--- config.mk ---
export PLATFORM = sky130hd
export DESIGN_NAME = audio_sample_format_converter_top
export DESIGN_NICKNAME = d
export VERILOG_FILES = /design/src/rtl/asfc_pkg.sv /design/src/rtl/audio_sample_format_converter_top.sv /design/src/rtl/asfc_core.sv
export SDC_FILE = /design/constraint.sdc
export NUM_CORES = 2
export LEC_CHECK = 0
export ABC_AREA = 1
export BUFFER_PORTS_ARGS = -buffer_cell sky130_fd_sc_hd__buf_4
export CAP_MARGIN = 20
export CORE_MARGIN = 5
export CORE_UTILIZATION = 41
export CTS_BUF_LIST = sky130_fd_sc_hd__clkbuf_8 sky130_fd_sc_hd__clkbuf_16
export DETAILED_ROUTE_END_ITERATION = 12
export GPL_ROUTABILITY_DRIVEN = 0
export GPL_TIMING_DRIVEN = 0
export PLACE_DENSITY_LB_ADDON = 0.3
export SETUP_SLACK_MARGIN = 0.15
export SLEW_MARGIN = 20
export SYNTH_ARGS = -nofsm -noshare
export SYNTH_HDL_FRONTEND = slang
export SYNTH_SLANG_ARGS = --single-unit
export TNS_END_PERCENT = 20
--- constraint.sdc ---
create_clock -name clock -period 13.23 [get_ports clock]
set_input_delay 2.646 -clock clock [delete_from_list [all_inputs] [get_ports clock]]
set_output_delay 2.646 -clock clock [all_outputs]
set_load 0.02 [all_outputs]
--- src/rtl/asfc_pkg.sv ---
package asfc_pkg;
   localparam logic [2:0] FMT_PCM16 = 3'd0;
   localparam logic [2:0] FMT_PCM24 = 3'd1;
   localparam logic [2:0] FMT_PCM32 = 3'd2;
   localparam logic [2:0] FMT_F32   = 3'd3;
   localparam logic [2:0] FMT_F64   = 3'd4;
   localparam logic CMD_DECODE = 1'b0;
   localparam logic CMD_ENCODE = 1'b1;

   typedef struct packed {
      logic        vld;
      logic        cmd;
      logic [2:0]  fmt;
      logic [63:0] raw;
      logic [31:0] fs;
   } beat_type;

   typedef struct packed {
      logic [31:0] fres;
      logic [63:0] rres;
      logic        clip;
   } res_type;
endpackage

--- src/rtl/audio_sample_format_converter_top.sv ---
// Audio sample format converter.
// Input: pulse start with req_cmd, req_raw_sample and req_float_sample; a
// beat is taken on any edge where start is high and busy is low. busy is
// always low, so one sample enters every cycle.
// Output: each result appears on rsp_* for one cycle with done high, once
// its beat has passed the three register stages (classify/align,
// shift/round, pack/saturate). Throughput is one sample per cycle.
// The receiver cannot stall; results are never held.
// Config: csr_valid/csr_ready write the stored format register
// (0 pcm16, 1 pcm24, 2 pcm32, 3 float32, 4 float64); csr_ready is always
// high. Write it only while no samples are in flight.
// Reset (synchronous) clears the format to pcm16 and drops all beats in
// the pipeline.
module audio_sample_format_converter_top
   import asfc_pkg::*;
(
   input  logic        clock,
   input  logic        reset,
   input  logic        start,
   output logic        busy,
   input  logic        req_cmd,
   input  logic [63:0] req_raw_sample,
   input  logic [31:0] req_float_sample,
   output logic        done,
   output logic [31:0] rsp_float_result,
   output logic [63:0] rsp_raw_result,
   output logic        rsp_clipped,
   input  logic        csr_valid,
   output logic        csr_ready,
   input  logic [2:0]  csr_data
);
   logic [2:0] fmt_ff;
   beat_type   beat;
   res_type    res;

   assign busy = 1'b0;
   assign csr_ready = 1'b1;

   // hold format register
   always_ff @(posedge clock) begin
      if (reset) fmt_ff <= FMT_PCM16;
      else if (csr_valid) fmt_ff <= csr_data;
   end

   assign beat = '{vld: start, cmd: req_cmd, fmt: fmt_ff,
                   raw: req_raw_sample, fs: req_float_sample};

   asfc_core u_core (
      .clock   (clock),
      .reset   (reset),
      .in_beat (beat),
      .out_vld (done),
      .out_res (res)
   );

   assign rsp_float_result = res.fres;
   assign rsp_raw_result   = res.rres;
   assign rsp_clipped      = res.clip;
endmodule

--- src/rtl/asfc_core.sv ---
module asfc_core
   import asfc_pkg::*;
(
   input  logic     clock,
   input  logic     reset,
   input  beat_type in_beat,
   output logic     out_vld,
   output res_type  out_res
);
   // Stage 1: classify and align, stage 2: shift and round, stage 3: pack.

   // ---------------- stage 1 ----------------
   typedef struct packed {
      logic        vld;
      logic        cmd;
      logic [2:0]  fmt;
      logic        sgn;
      logic        spec;     // inf/nan/zero/direct result ready
      logic [63:0] spec_r;   // direct raw result
      logic [31:0] spec_f;   // direct float result
      logic        spec_c;
      logic [63:0] mant;     // value to shift right
      logic [6:0]  sh;       // right shift amount (0 means no shift)
      logic [7:0]  ex;       // exponent for int->float or narrow base
      logic [5:0]  nbits;
      logic [6:0]  lsh;      // left shift for pcm enc
      logic        lft;
      logic        sat;
   } s1_type;

   s1_type s1_in, s1_ff;

   function automatic logic [5:0] lz32(input logic [31:0] v);
      logic [5:0] n;
      n = 6'd32;
      for (int i = 0; i < 32; i++) if (v[i]) n = 6'(31 - i);
      return n;
   endfunction

   always_comb begin
      logic [31:0] mag32;
      logic [31:0] sv;
      logic [5:0]  lz;
      logic [7:0]  e;
      logic [23:0] m;
      logic [10:0] de;
      logic signed [12:0] te;
      logic signed [9:0] s;
      s1_in = '0;
      s1_in.vld = in_beat.vld;
      s1_in.cmd = in_beat.cmd;
      s1_in.fmt = in_beat.fmt;
      sv = '0; mag32 = '0; lz = '0; m = '0; e = '0; de = '0; te = '0; s = '0;
      if (in_beat.cmd == CMD_DECODE) begin
         unique case (in_beat.fmt)
            FMT_PCM16, FMT_PCM24, FMT_PCM32: begin
               // sign-extend to 32 bits, take magnitude, normalize
               if (in_beat.fmt == FMT_PCM16) sv = {{16{in_beat.raw[15]}}, in_beat.raw[15:0]};
               else if (in_beat.fmt == FMT_PCM24)
                  sv = {{8{in_beat.raw[23]}}, in_beat.raw[23:0]};
               else sv = in_beat.raw[31:0];
               s1_in.sgn = sv[31];
               mag32 = sv[31] ? (~sv + 32'd1) : sv;
               lz = lz32(mag32);
               if (mag32 == '0) begin
                  s1_in.spec = 1'b1;
                  s1_in.spec_f = '0;
               end else begin
                  // value = mag * 2^-(N-1); msb at 31-lz
                  s1_in.mant = {32'(mag32 << lz), 32'd0};
                  s1_in.sh = 7'd40;  // keep 24 bits of 64
                  unique case (in_beat.fmt)
                     FMT_PCM16: s1_in.ex = 8'(127 + 31 - 15) - 8'(lz);
                     FMT_PCM24: s1_in.ex = 8'(127 + 31 - 23) - 8'(lz);
                     default:   s1_in.ex = 8'(127 + 31 - 31) - 8'(lz);
                  endcase
               end
            end
            FMT_F32: begin
               s1_in.spec = 1'b1;
               s1_in.spec_f = in_beat.raw[31:0];
            end
            FMT_F64: begin
               s1_in.sgn = in_beat.raw[63];
               de = in_beat.raw[62:52];
               te = 13'(de) - 13'sd896;
               if (de == 11'h7FF) begin
                  s1_in.spec = 1'b1;
                  s1_in.spec_f = (in_beat.raw[51:0] == '0) ? {in_beat.raw[63], 31'h7F800000}
                     : {in_beat.raw[63], 31'h7FC00000} | {10'd0, in_beat.raw[50:29]};
               end else if (de == '0 || te >= 13'sd255 || te <= -13'sd24) begin
                  s1_in.spec = 1'b1;
                  s1_in.spec_f = (de != '0 && te >= 13'sd255) ?
                     {in_beat.raw[63], 31'h7F800000} : {in_beat.raw[63], 31'd0};
               end else begin
                  s1_in.mant = {11'd0, 1'b1, in_beat.raw[51:0]};
                  if (te >= 13'sd1) begin
                     s1_in.sh = 7'd29;
                     s1_in.ex = 8'(te - 13'sd1);
                  end else begin
                     s1_in.sh = 7'(13'sd30 - te);
                     s1_in.ex = '0;
                  end
               end
            end
            default: begin
               s1_in.spec = 1'b1;
            end
         endcase
      end else begin
         e = in_beat.fs[30:23];
         unique case (in_beat.fmt)
            FMT_PCM16, FMT_PCM24, FMT_PCM32: begin
               s1_in.sgn = in_beat.fs[31];
               s1_in.nbits = (in_beat.fmt == FMT_PCM16) ? 6'd16 :
                             (in_beat.fmt == FMT_PCM24) ? 6'd24 : 6'd32;
               if (e == 8'hFF && in_beat.fs[22:0] != '0) begin
                  s1_in.spec = 1'b1;
                  s1_in.spec_c = 1'b1;
               end else if (e == 8'hFF) begin
                  s1_in.sat = 1'b1;
               end else begin
                  m = {(e != 0), in_beat.fs[22:0]};
                  if (e == 0) e = 8'd1;
                  s = 10'(e) - 10'sd151 + 10'(s1_in.nbits);
                  if (m == '0) s1_in.mant = '0;
                  else if (s >= 10'sd32) s1_in.sat = 1'b1;
                  else if (s >= 0) begin
                     s1_in.lft = 1'b1;
                     s1_in.lsh = 7'(s);
                     s1_in.mant = {40'd0, m};
                  end else if (s <= -10'sd40) s1_in.mant = '0;
                  else begin
                     s1_in.mant = {40'd0, m};
                     s1_in.sh = 7'(-s);
                  end
               end
            end
            FMT_F32: begin
               s1_in.spec = 1'b1;
               s1_in.spec_r = {32'd0, in_beat.fs};
               if (e == 8'hFF && in_beat.fs[22:0] != '0) s1_in.spec_r[22] = 1'b1;
            end
            FMT_F64: begin
               s1_in.spec = 1'b1;
               if (e == 8'hFF) begin
                  s1_in.spec_r = (in_beat.fs[22:0] == '0) ?
                     {in_beat.fs[31], 63'h7FF0000000000000} :
                     ({in_beat.fs[31], 63'h7FF8000000000000} | {12'd0, in_beat.fs[22:0], 29'd0});
               end else if (e == 0) begin
                  if (in_beat.fs[22:0] == '0) s1_in.spec_r = {in_beat.fs[31], 63'd0};
                  else begin
                     lz = lz32({9'd0, in_beat.fs[22:0]});
                     // leading one moves to bit 23; exponent 897-(lz-8)
                     m = 24'({in_beat.fs[22:0]} << (lz - 6'd8));
                     s1_in.spec_r = {in_beat.fs[31], 11'(11'd905 - 11'(lz)), m[22:0], 29'd0};
                  end
               end else
                  s1_in.spec_r = {in_beat.fs[31], 11'(11'(e) + 11'd896),
                                  in_beat.fs[22:0], 29'd0};
            end
            default: s1_in.spec = 1'b1;
         endcase
      end
   end

   always_ff @(posedge clock) begin
      if (reset) s1_ff.vld <= 1'b0;
      else s1_ff <= s1_in;
   end

   // ---------------- stage 2 ----------------
   typedef struct packed {
      logic        vld;
      logic        cmd;
      logic [2:0]  fmt;
      logic        sgn;
      logic        spec;
      logic [63:0] spec_r;
      logic [31:0] spec_f;
      logic        spec_c;
      logic [63:0] q;
      logic        inc;
      logic [7:0]  ex;
      logic [5:0]  nbits;
      logic        sat;
   } s2_type;

   s2_type s2_in, s2_ff;

   always_comb begin
      logic [63:0] rem, half;
      s2_in = '0;
      s2_in.vld = s1_ff.vld;
      s2_in.cmd = s1_ff.cmd;
      s2_in.fmt = s1_ff.fmt;
      s2_in.sgn = s1_ff.sgn;
      s2_in.spec = s1_ff.spec;
      s2_in.spec_r = s1_ff.spec_r;
      s2_in.spec_f = s1_ff.spec_f;
      s2_in.spec_c = s1_ff.spec_c;
      s2_in.ex = s1_ff.ex;
      s2_in.nbits = s1_ff.nbits;
      s2_in.sat = s1_ff.sat;
      rem = '0; half = '0;
      if (s1_ff.lft) begin
         s2_in.q = s1_ff.mant << s1_ff.lsh[5:0];
      end else if (s1_ff.sh != '0) begin
         s2_in.q = s1_ff.mant >> s1_ff.sh[5:0];
         rem = s1_ff.mant & ((64'd1 << s1_ff.sh[5:0]) - 64'd1);
         half = 64'd1 << (s1_ff.sh[5:0] - 6'd1);
         if (s1_ff.cmd == CMD_ENCODE)
            s2_in.inc = s1_ff.sgn ? (rem > half) : (rem >= half);
         else
            s2_in.inc = (rem > half) || (rem == half && s2_in.q[0]);
      end else s2_in.q = s1_ff.mant;
   end

   always_ff @(posedge clock) begin
      if (reset) s2_ff.vld <= 1'b0;
      else s2_ff <= s2_in;
   end

   // ---------------- stage 3 ----------------
   res_type res_in, res_ff;
   logic    vld_ff;

   always_comb begin
      logic [63:0] qr, lim, mask, mag;
      logic [32:0] r;
      res_in = '0;
      qr = s2_ff.q + 64'(s2_ff.inc);
      lim = 64'd1 << (s2_ff.nbits - 6'd1);
      mask = (s2_ff.nbits == 6'd32) ? 64'hFFFF_FFFF : ((64'd1 << s2_ff.nbits) - 64'd1);
      mag = s2_ff.sat ? '1 : qr;
      r = '0;
      if (s2_ff.spec) begin
         res_in.fres = s2_ff.spec_f;
         res_in.rres = s2_ff.spec_r;
         res_in.clip = s2_ff.spec_c;
      end else if (s2_ff.cmd == CMD_DECODE) begin
         if (s2_ff.fmt == FMT_F64) begin
            r = 33'({s2_ff.ex, 23'd0}) + 33'(qr);
            res_in.fres = (r >= 33'h7F800000) ? {s2_ff.sgn, 31'h7F800000}
                          : {s2_ff.sgn, r[30:0]};
         end else begin
            // qr holds 24-bit mantissa, may carry to 2^24
            if (qr[24]) res_in.fres = {s2_ff.sgn, 8'(s2_ff.ex + 8'd1), 23'd0};
            else res_in.fres = {s2_ff.sgn, s2_ff.ex, qr[22:0]};
         end
      end else begin
         if (s2_ff.sgn) begin
            if (mag > lim) begin res_in.clip = 1'b1; mag = lim; end
            res_in.rres = (64'd0 - mag) & mask;
         end else begin
            if (mag > lim - 64'd1) begin res_in.clip = 1'b1; mag = lim - 64'd1; end
            res_in.rres = mag & mask;
         end
      end
   end

   always_ff @(posedge clock) begin
      if (reset) vld_ff <= 1'b0;
      else vld_ff <= s2_ff.vld;
      res_ff <= res_in;
   end

   assign out_vld = vld_ff;
   assign out_res = res_ff;
endmodule

# Word level (Yosys, flattened, before mapping)
# Cells that the tools add are included.
totals:
  in_bits: 104
  output_inout_bits: 100
  register_bits: 482
  elab_cells: 254
classes:
  n_bitwise: 10
  reduce_logical: 23
  magnitude_cmp: 11
  eq_ne: 9
  shifts: 8
  add_sub_neg: 22
  mux: 138
op_table:
  columns: ["op", "n"]
  rows:
  - ["$mux W64", 16]
  - ["$mux W6", 64]
  - ["$mux W71", 5]
  - ["$mux W32", 9]
  - ["$shl A1 B6 Y64 const A", 4]
  - ["$and A64 B64 Y64", 3]
  - ["$gt A64 B64 Y1", 3]
  - ["$sub A64 B1 Y64 const B", 3]
  - ["$mux W79", 2]
  - ["$pmux W79 S2", 1]
  - ["$mux W65", 2]
  - ["$pmux W64 S2", 1]
  - ["$mux W63", 2]
  - ["$mux W31", 4]
  - ["$mux W97", 1]
  - ["$mux W68", 1]
  - ["$add A64 B1 Y64", 1]
  - ["$eq A64 B64 Y1", 1]
  - ["$ge A64 B64 Y1", 1]
  - ["$or A64 B52 Y64", 1]
  - ["$pmux W32 S2", 1]
  - ["$shl A64 B6 Y64", 1]
  - ["$shr A64 B6 Y64", 1]
  - ["$sub A1 B64 Y64 const A", 1]
  - ["other kinds (59)", 92]

# Depth between registers and ports, before layout
logic_depth:
  word_depth: 47
  depth_mapped: 51
  ltp_nobuf: 46

# Hierarchy
# A second synthesis with hierarchy kept.
unflattened:
  cells_unflattened: 6107
  area_unflattened_um2: 41115.7
modules_own_cells:
  columns: ["mod", "cells_per_inst", "instances", "area_per_inst_um2", "seq_area_each_um2"]
  rows:
  - ["asfc_core", 6084, 1, 40973.0, 13142.6]
  - ["audio_sample_format_converter_top", 23, 1, 142.6, 60.1]

# Least setup slack after synthesis
# No wires, ideal clock.
synth_timing:
  kind: "in2reg"
  from: "input reset"
  to: "register fmt_ff[0]"
  slack_ns: 2.323
  stages: 3
  setup_time_ns: 0.102
  t_arrival_ns: 10.806
  n_path_buf: 0
  required_time_ns: 13.128
  path_cell_list: "inv_1 -> o21ai_0 -> a21oi_1"
synth_lines:
  columns: ["item", "line", "rtl"]
  rows:
  - ["from (decl)", "audio_sample_format_converter_top.sv:18", "input logic reset,"]
  - ["to (signal assigned)", "audio_sample_format_converter_top.sv:42", "else if (csr_valid) fmt_ff <= csr_data;"]
  - ["to (decl)", "audio_sample_format_converter_top.sv:32", "logic [2:0] fmt_ff;"]

# Final worst setup path
layout_timing:
  from: "register u_core.s1_ff[23] (netlist name)"
  to: "register u_core.s2_ff[15] (netlist name) (data pin)"
layout_via:
  elab_chain_len: 7
  word_cells_on_any_way: 16
  cone_classes: "2 x add/sub; 2 x order compare; 1 x eq/ne; 3 x shift; 2 x mux; 2 x bitwise; 4 x reduce/logical"
layout_rtl:
  columns: ["item", "line", "rtl"]
  rows:
  - ["from (decl)", "asfc_core.sv:31", "s1_type s1_in, s1_ff;"]
  - ["from (signal assigned)", "asfc_core.sv:169", "else s1_ff <= s1_in;"]
  - ["parallel branches: the longest is 7 deep, another holds $sub A64 B1 Y64", null, null]
  - ["to (signal assigned)", "asfc_core.sv:221", "else s2_ff <= s2_in;"]
  - ["to (decl)", "asfc_core.sv:189", "s2_type s2_in, s2_ff;"]
# Several ways; the timed one is not identified.
# A chain may end at the register's enable or synchronous reset.

==> metrics <==
status finished, final reports clean; total power approximately 5.6 mW; routed length per instance ~24 um; # hold bufs at CTS 0; Iteration-0 DRC Markers 8750; final hold violation count 0; post-synthesis instance area slightly above 40000 um2; type of origin of the critical path flop; die area 107000 um2; Tmin final ~10 ns; total grt overflow 0; core area roughly 100000 um2; crit path kind flop to flop; CTS max path bufs 3; final worst setup slack approximately 3.0 ns; CTS tree done; M1 GR Usage 0.439; Critical-path top delay cell nor3_1; CTS sink cnt around 470; Tightest Pin Transition between 1 and 1.5 ns; Post-synth EDFFs between 300 and 400; DP HPWL approximately 150000 um; power per cell area between 100 and 150 nW/um2; Residual DRC 0; most common library cells after synthesis nand2_1, nor2_1, inv_1; Peak supply drop around 0.000089 V; I/O Pins a little over 200; post-CTS sizing 0; Top Usage Layer GRT met2; met2 Use GR 0.455; Starting Density 0.412; Post-CTS Setup Bufs 0; placed cells 7566; Max-Cap Viols 0; Worst Path Max Fanout 10; Clk pin slew, worst setup/hold paths around 0.07 ns; pre-CTS setup slack roughly 3.8 ns; Leakage just over 20 nW; Ys Warns 0; row cnt between 100 and 150; Cell Count, Final, Fillers Out 7666; Clk Latency, worst-skew pair between 0.6 and 0.7 ns; ranking of synthesized cells by area edfxtp_1, nand2_1, o21ai_0, nor2_1, inv_1; antenna violations before repair 17; share of the synthesized area in the top cell type 0.271; largest net degree at the start of global routing between 100 and 150; unrepaired setup endpoints after global routing false; Hold Crit Class flop to flop; WP data arrival about 11 ns; crit end category flop; GR Util met3 0.0978; Layout area overhead 11.9%; CTS H-Tree Depth 2; Fin Setup TNS 0 ns; synth unique cells 74; share of layout cells above drive strength 1 0.0645; DR vias ~47000; Total Wirelength about 180000 um; Die X approximately 330 um; Synth Flop Type edfxtp_1; First-pass DRT Iterations 13; leading area contributor after synthesis edfxtp_1; async set-or-reset flop fraction in the synthesized netlist 0; Max stage delay on crit path around 0.9 ns; Die H approximately 330 um; I/O Buffers roughly 200; Post-Synthesis Cells ~6100; most common cell in the netlist nand2_1; CTS Buf Count 48; vias per cell approximately 6; Rel. slew slack 0.207; CP required around 14 ns; Overall Global Routing Usage 0.324; first-pass GRT wire length 263000 um; sequential area share after synthesis 0.322; clock root buffer clkbuf_16; Seq cells post-synth ~470; Routed Antenna Nets 0; Max Slew Vio Count 0; Worst Clk Skew 0.0229 ns; vias in the first global route a little over 40000; part of the cycle the worst path needs 0.772; nets ~6600; final core occ 0.461; highest clock rate 97.9 MHz; Final Setup Violations 0; mean area per synthesized cell 6.77 um2
==> routing by layer <==
layer | vias up | share of wire
li1 | 21032 | -
met1 | 21004 | 0.38
met2 | 3941 | 0.39
met3 | 852 | 0.16
met4 | 4 | 0.078
met5 | - | 0.00033
==> critical path, delay by kind of cell (launching register included) <==
kind	cells	cell delay, ns
compound gates	3	0.98
fa+ha+maj	3	0.67
buf+inv	12	1.99
flops	1	0.56
simple gates	27	5.73
==> through the flow <==
| step | hold slack [ns] | cell area [um2] |
|---|---|---|
| detailed placement | 0.393 | 44300 |
| global placement | 0.391 | 44200 |
| CTS | 0.402 | 45900 |
| finish | 0.401 | 45900 |
| floorplan | 0.388 | 41000 |
| global route | 0.408 | 45900 |
==> layout by cell type (no fill, tap or decap), types with 16 or more instances in the layout <==
cell,synthesis,routed
a31oi_1,24,24
buf_1,32,32
nand2_2,21,21
ha_1,166,166
xnor2_1,23,23
a211oi_1,19,19
nand3b_1,32,32
mux2i_1,168,168
o21ai_0,615,615
nand3_1,450,450
or2_2,16,16
nor3_1,112,111
o21ai_1,24,24
nand2_1,1589,1589
clkbuf_1,230,230
a21oi_1,253,253
nand4_1,58,58
nor2_2,16,16
o211ai_1,53,53
nor4_1,33,32
dfxtp_1,103,103
a32o_1,17,17
nor2_1,663,663
xor2_1,77,77
clkbuf_16,0,52
buf_4,3,201
edfxtp_1,371,371
o22ai_1,63,63
inv_1,631,638
==> power breakdown <==
part / internal (mW) / switching, mW
combinational: 0.660 / 1.70
sequential: 1.76 / 0.120
clock: 0.800 / 0.610
total: 3.22 / 2.43
==> cells by family after synthesis <==
| logic type | Yosys count | synth area share |
|---|---|---|
| buffers and inverters | 935 | 0.0872 |
| multiplexers | 168 | 0.0410 |
| AND/OR/NAND/NOR | 3042 | 0.316 |
| other | 2 | 0.000183 |
| flip-flops | 474 | 0.322 |
| adder cells (fa/ha/maj) | 168 | 0.0516 |
| AO/OA/AOI/OAI | 1175 | 0.161 |
| XOR/XNOR | 100 | 0.0213 |
==> final timing paths <==
| check | from | to | slack [ns] | cells after the start |
|---|---|---|---|---|
| setup / recovery | u_core.s1_ff[23] | u_core.s2_ff[15] | 3.01 | 45 |
| hold / removal | u_core.s1_ff[197] | u_core.s2_ff[183] | 0.40 | 2 |
| hold reg to reg | u_core.s1_ff[197] | u_core.s2_ff[183] | 0.40 | 2 |
| setup reg to reg | u_core.s1_ff[23] | u_core.s2_ff[15] | 3.01 | 45 |
==> sequential cells by signal, summed over array words and instances (netlist names) <==
signal	flops
fmt_ff	3
u_core.out_res	97
u_core.out_vld	1
u_core.s1_ff	193
u_core.s2_ff	180
==> final cells by class <==
type                       instances  area (um2)
antenna                           10        25.0
timing repair buffer             202        1570
sequential                       474       13200
buffer                           281        1120
inverter                         654        2460
tap                             1298        1620
fill                           10113       53800
clock inverter                    34         280
clock buffer                      56        1360
multi-input combinational       4657       24300
(Power assumes the default switching activity.)
